### src/hdl/lpe_pkg.sv
package lpe_pkg;

    localparam int FIELD_W     = 16;
    localparam int DEG_W       = 6;
    localparam int WORK_BITS   = 30;
    localparam int PW          = 32;
    localparam int PROD_W      = 2 * PW;
    localparam int KMAX_W      = 7;
    localparam int NUM_W       = 40;
    localparam int A_W         = 38;
    localparam int RECIP_SHIFT = 44;
    localparam int M_W         = 44;
    localparam int M_LO_W      = 22;
    localparam int PH_W        = A_W + M_W - M_LO_W;
    localparam int PL_W        = A_W + M_LO_W;
    localparam int SUM_W       = PH_W + M_LO_W;

    typedef enum logic [2:0] {
        DP_NOP,
        DP_LOAD,
        DP_MUL,
        DP_RND,
        DP_NUM,
        DP_DIVA,
        DP_DIVB,
        DP_FIN
    } t_dp_op;

    typedef struct packed {
        t_dp_op              op;
        logic [KMAX_W-1:0]   k;
        logic                zero_deg;
    } t_dp_cmd;

    typedef enum logic [2:0] {
        ST_IDLE,
        ST_MUL,
        ST_RND,
        ST_NUM,
        ST_DIVA,
        ST_DIVB,
        ST_FIN
    } t_ctrl_state;

endpackage

### src/hdl/lpe_ctrl.sv
module lpe_ctrl
    import lpe_pkg::*;
#(
    parameter int MAX_DEGREE = 32
) (
    input  logic             i_clk,
    input  logic             i_rst_n,
    input  logic             start,
    output logic             busy,
    input  logic             i_cfg_valid,
    output logic             o_cfg_ready,
    input  logic [DEG_W-1:0] i_cfg_data,
    output t_dp_cmd          o_cmd,
    output logic             o_strobe
);

    localparam int K_W = $clog2(MAX_DEGREE + 1);

    t_ctrl_state      r_state;
    t_ctrl_state      n_state;
    logic [DEG_W-1:0] r_degree;
    logic [K_W-1:0]   r_n;
    logic [K_W-1:0]   n_n;
    logic [K_W-1:0]   r_k;
    logic [K_W-1:0]   n_k;
    logic             r_strobe;
    logic             n_strobe;
    logic [K_W-1:0]   n_eff;

    always_ff @(posedge i_clk) begin
        if (!i_rst_n) begin
            r_state  <= ST_IDLE;
            r_degree <= '0;
            r_n      <= '0;
            r_k      <= '0;
            r_strobe <= 1'b0;
        end else begin
            r_state  <= n_state;
            r_n      <= n_n;
            r_k      <= n_k;
            r_strobe <= n_strobe;
            if (i_cfg_valid && o_cfg_ready) begin
                r_degree <= i_cfg_data;
            end
        end
    end

    always_comb begin
        if (int'(r_degree) > MAX_DEGREE) begin
            n_eff = K_W'(MAX_DEGREE);
        end else begin
            n_eff = K_W'(r_degree);
        end

        n_state        = r_state;
        n_n            = r_n;
        n_k            = r_k;
        n_strobe       = 1'b0;
        o_cmd.op       = DP_NOP;
        o_cmd.k        = KMAX_W'(r_k);
        o_cmd.zero_deg = (n_eff == '0);

        unique case (r_state)
            ST_IDLE: begin
                if (start) begin
                    o_cmd.op = DP_LOAD;
                    n_n      = n_eff;
                    n_k      = K_W'(2);
                    n_state  = (n_eff < K_W'(2)) ? ST_FIN : ST_MUL;
                end
            end
            ST_MUL: begin
                o_cmd.op = DP_MUL;
                n_state  = ST_RND;
            end
            ST_RND: begin
                o_cmd.op = DP_RND;
                n_state  = ST_NUM;
            end
            ST_NUM: begin
                o_cmd.op = DP_NUM;
                n_state  = ST_DIVA;
            end
            ST_DIVA: begin
                o_cmd.op = DP_DIVA;
                n_state  = ST_DIVB;
            end
            ST_DIVB: begin
                o_cmd.op = DP_DIVB;
                if (r_k == r_n) begin
                    n_state = ST_FIN;
                end else begin
                    n_k     = r_k + K_W'(1);
                    n_state = ST_MUL;
                end
            end
            ST_FIN: begin
                o_cmd.op = DP_FIN;
                n_strobe = 1'b1;
                n_state  = ST_IDLE;
            end
            default: begin
                n_state = ST_IDLE;
            end
        endcase
    end

    assign busy        = (r_state != ST_IDLE);
    assign o_cfg_ready = 1'b1;
    assign o_strobe    = r_strobe;

endmodule

### config.mk
export PLATFORM = sky130hd
export DESIGN_NAME = lpe_ctrl
export DESIGN_NICKNAME = d
export VERILOG_FILES = /design/src/hdl/lpe_pkg.sv /design/src/hdl/lpe_ctrl.sv
export SDC_FILE = /design/constraint.sdc
export NUM_CORES = 1
export LEC_CHECK = 0
export BUFFER_PORTS_ARGS = -buffer_cell sky130_fd_sc_hd__buf_4
export CORE_UTILIZATION = 45
export DETAILED_ROUTE_END_ITERATION = 8
export PLACE_DENSITY = 0.75
export SLEW_MARGIN = 15
export SYNTH_ARGS = -nofsm -noshare
export SYNTH_HDL_FRONTEND = slang
export SYNTH_SLANG_ARGS = --single-unit
### constraint.sdc
create_clock -name i_clk -period 4.3 [get_ports i_clk]
set_clock_uncertainty 0.15 [all_clocks]
set_input_delay 0.645 -clock i_clk [delete_from_list [all_inputs] [get_ports i_clk]]
set_output_delay 0.645 -clock i_clk [all_outputs]
set_load 0.005 [all_outputs]
# ---- Word level (Yosys, flattened, before mapping)
# Cells that the tools add are included.
# Widths: inputs -> output; s select.
dict set report op_classes {
  addsub 1
  reduce_logical 6
  mux 11
  order_cmp 2
  eq_ne 9
}
# op count
set op_table {}
lappend op_table {{$pmux 3 s7} 1}
lappend op_table {{$mux 6} 3}
lappend op_table {{$pmux 3 s6} 1}
lappend op_table {{$pmux 6 s2} 1}
lappend op_table {{$eq 3x3->1 const B} 3}
lappend op_table {{$mux 3} 3}
lappend op_table {{$add 6x1->6 const B} 1}
lappend op_table {{$eq 3x2->1 const B} 2}
lappend op_table {{$eq 6x6->1} 1}
lappend op_table {{$gt 6x6->1 const B} 1}
lappend op_table {{$logic_not 6->1} 1}
lappend op_table {{$lt 6x2->1 const B} 1}
lappend op_table {{$ne 2x2->1 const B} 2}
lappend op_table {{$eq 3x1->1 const B} 1}
lappend op_table {{$logic_not 3->1} 1}
lappend op_table {{$reduce_and 3->1} 1}
lappend op_table {{$reduce_bool 3->1} 1}
lappend op_table {{$mux 1} 2}
lappend op_table {{$reduce_and 2->1} 1}
lappend op_table {{$reduce_bool 2->1} 1}
dict set report totals {
  register_bits 22
  word_cells 34
  out_inout_bits 14
  input_bits 10
}

# ---- Longest topological paths before layout
dict set report logic_depth {
  depth_word 6
  ltp_mapped 6
  ltp_nobuf 4
}

# ---- Worst setup path after synthesis
# Ideal clock, no wire load.
dict set report synth_timing {
  kind {input-to-reg}
  from {in start}
  to {reg r_k[0]}
  n_path_buf 1
  setup_ns 0.116
  cell_stages 5
  arrival_ns 1.460
  required_time_ns 4.034
  setup_slack_ns 2.574
  cell_sequence {nor4b_4 buf_4 o21ai_0 a21o_2 o211a_1}
}
dict set report synth_via {
  elab_chain_cells 2
}
# element line
set synth_rtl {}
lappend synth_rtl {{from (decl)} lpe_ctrl.sv:8} ;# input logic start,
lappend synth_rtl {{$ne 2x2->1 (no source line)} -}
lappend synth_rtl {{$reduce_and 3->1 (no source line)} -}
lappend synth_rtl {{to (signal assigned)} lpe_ctrl.sv:40} ;# r_k <= n_k;
lappend synth_rtl {{to (decl)} lpe_ctrl.sv:24} ;# logic [K_W-1:0] r_k;
# No other way between the ends.
# A chain may end at the register's enable or synchronous reset.

==> results.cfg <==
[route]
drt_iter0_drc = 22
antenna_left = 0
drt-total-wl_um = 2500
drcViolationCount = 0
vias_per_cell = 5.64
dr.pass1.iters = 4
num_vias = 1021
wl_per_cell_um = 13.8

[yosys]
synthXorXnorAreaFrac_pct = 5.86
syn_area_mm2 = 0.00119
synth_edf_count = 0
yosys.area_share.simple_pct = 26.4
yosysUniqueCellTypes = 42
async_reset_ff_share_pct = 0
yosysSeqAreaShare_pct = 36.9
synth_seq_cells = 22
avgSynthCellArea_um2 = 8.85
synth_cells = 135
post_synth_mux_area_share_pct = 8.38
synth_ff_type = dfxtp_1
synth_compound_area_share_pct = 15.3
synth_top_family_by_area = simple AND/OR/NAND/NOR gates
synth_warnings = 0
synthAdderAreaFrac_pct = 1.05
syn_nets = 146

[layout]
layout_commonest_cell = dfxtp_1
most-common-layout-cells = dfxtp_1, buf_4, nand2_1
stdcell_area_mm2 = 0.00136
area_growth_pct = 13.9
fillCellCount = 248
multi_input_area_um2 = 688
drive_gt1_share_pct = 20.5
fin_nets = 164
final-seq-area_um2 = 440
antenna_cells = 0

[global_routing]
grt_pass1_wl_um = 4110
grt.overflow.total = 0
grt_max_degree = 15
grt_usage_pct = 20.5
antenna_found_initial = 0
grt_pass1_vias = 923

[run]
maxCapViolations = 0

[timing]
period_needed_ps = 2220
relSlewSlack_pct = 53.7
slew_viol_final = 0
worst_pin_slew_ps = 691
final.setup.tns_ps = 0
fmax_mhz = 450
hold_viol = 0
timing.final.crit_share_pct = 51.6
rsz0062_at_grt = false
layout_setup_ws_ps = 2080
setup_viol = 0

[critical_path]
cp_max_fo = 14
cp.required_ps = 3500
crit_type = flip-flop to output pin
end_kind = output pin
crit_arrival_ps = 1420
worst_setup_path_start_kind = flip-flop

[floorplan]
rows = 18
die_h_um = 53.5
die_w_um = 53.5
initial_core_util_pct = 47.8
pin_count = 24
core_area_mm2 = 0.00250
die_area_mm2 = 0.00287

[clock_network]
cts_resized = 0
cts.sinks = 22
cts_setup_buffers = 0
clk_pin_slew_ps = 120
root_buffer = clkbuf_4
cts_tree = done
cts_buffers = 3
clock_latency_ps = 310
hold_buffers = 0
htreeDepth = 1
cts_buffer_depth = 2

[placement]
preCtsSetupSlack_ps = 2170
globalplace.congestion = 0.862
place_area_mm2 = 0.00134
dp_hpwl_um = 1830
io_buffers = 21

[power_and_ir_drop]
pwr_density_cell_mw_per_mm2 = 458
ir_drop_v = 0.000345
leakagePower_uw = 0.000595

[run_status]
run_status = complete, no violations

[min_path]
worst_hold_path_type = flip-flop to flip-flop
==> final cells by class <==
cell class                      instances  share of cell area (%)
Clock buffer                            3                    1.65
Sequential cell                        22                    32.4
Timing Repair Buffer                   21                    11.6
Tap cell                               30                    2.76
Multi-Input combinational cell        101                    50.6
Inverter                                4                    1.10
==> Yosys cell counts (2+ instances only) <==
library cell | n | share of area [%]
dfxtp_1 | 22 | 37
nand2_1 | 18 | 5.7
nor2_1 | 11 | 3.5
mux2i_1 | 10 | 8.4
a21oi_1 | 9 | 3.8
xor2_1 | 7 | 5.1
nand3b_1 | 6 | 3.8
nor3_1 | 5 | 2.1
inv_1 | 4 | 1.3
buf_4 | 3 | 1.9
a21boi_0 | 2 | 1.3
buf_2 | 2 | 0.84
clkbuf_1 | 2 | 0.63
conb_1 | 2 | 0.63
nand3_1 | 2 | 0.84
nor2b_1 | 2 | 1.0
o2111ai_1 | 2 | 1.5
or3_1 | 2 | 1.0
==> metrics by stage <==
step / instances / hold WS, ps / util, % / total power, uW
detailed placement: 178 / 313 / 53.6 / 531
finish: 181 / 325 / 54.5 / 624
global placement: 178 / 303 / 53.6 / 522
global route: 181 / 354 / 54.5 / 669
CTS: 181 / 329 / 54.5 / 625
floorplan: 135 / 293 / - / 457
==> layer usage <==
layer | vias up | wire (um) | GRT usage [%]
met5 | - | 0 | 0
met1 | 473 | 1080 | 25.1
met3 | 5 | 138 | 3.67
li1 | 504 | - | -
met2 | 39 | 1230 | 33.3
met4 | 0 | 56 | 11.8
==> sequential cells by signal (all words and copies together), names as in the netlist <==
| name | count |
|---|---|
| r_degree | 6 |
| r_k | 6 |
| r_n | 6 |
| r_state | 3 |
| o_strobe | 1 |
==> report_power, final <==
part	internal (uW)	switching (uW)	total (uW)
sequential	228	55.4	284
clock	32.8	62.5	95.3
combinational	118	126	245
total	379	244	624
==> worst paths after layout <==
kind	endpoint	from	slack [ps]	depth (start not counted)
worst max-delay path	o_cmd[10]	r_state[0]	2080	3
worst min-delay path	r_n[1]	r_n[1]	320	2
worst max register to register	r_k[4]	r_state[0]	2220	4
worst min register to register	r_n[1]	r_n[1]	320	2
==> critical path: stages, from the launching register on <==
cell,delay [ps]
dfxtp_1,660
nand2_1,160
xnor2_1,160
buf_4,140
==> logic make-up (layout without fill, tap and decap cells) <==
| logic type | after synthesis | count (layout) |
|---|---|---|
| buffers and inverters | 12 | 28 |
| AO/OA/AOI/OAI | 25 | 25 |
| flip-flops | 22 | 22 |
| other | 2 | 2 |
| multiplexers | 10 | 10 |
| XOR/XNOR | 8 | 8 |
| adder cells (fa/ha/maj) | 1 | 1 |
| AND/OR/NAND/NOR | 55 | 55 |
Note: power is estimated with default switching activity, not from simulation.
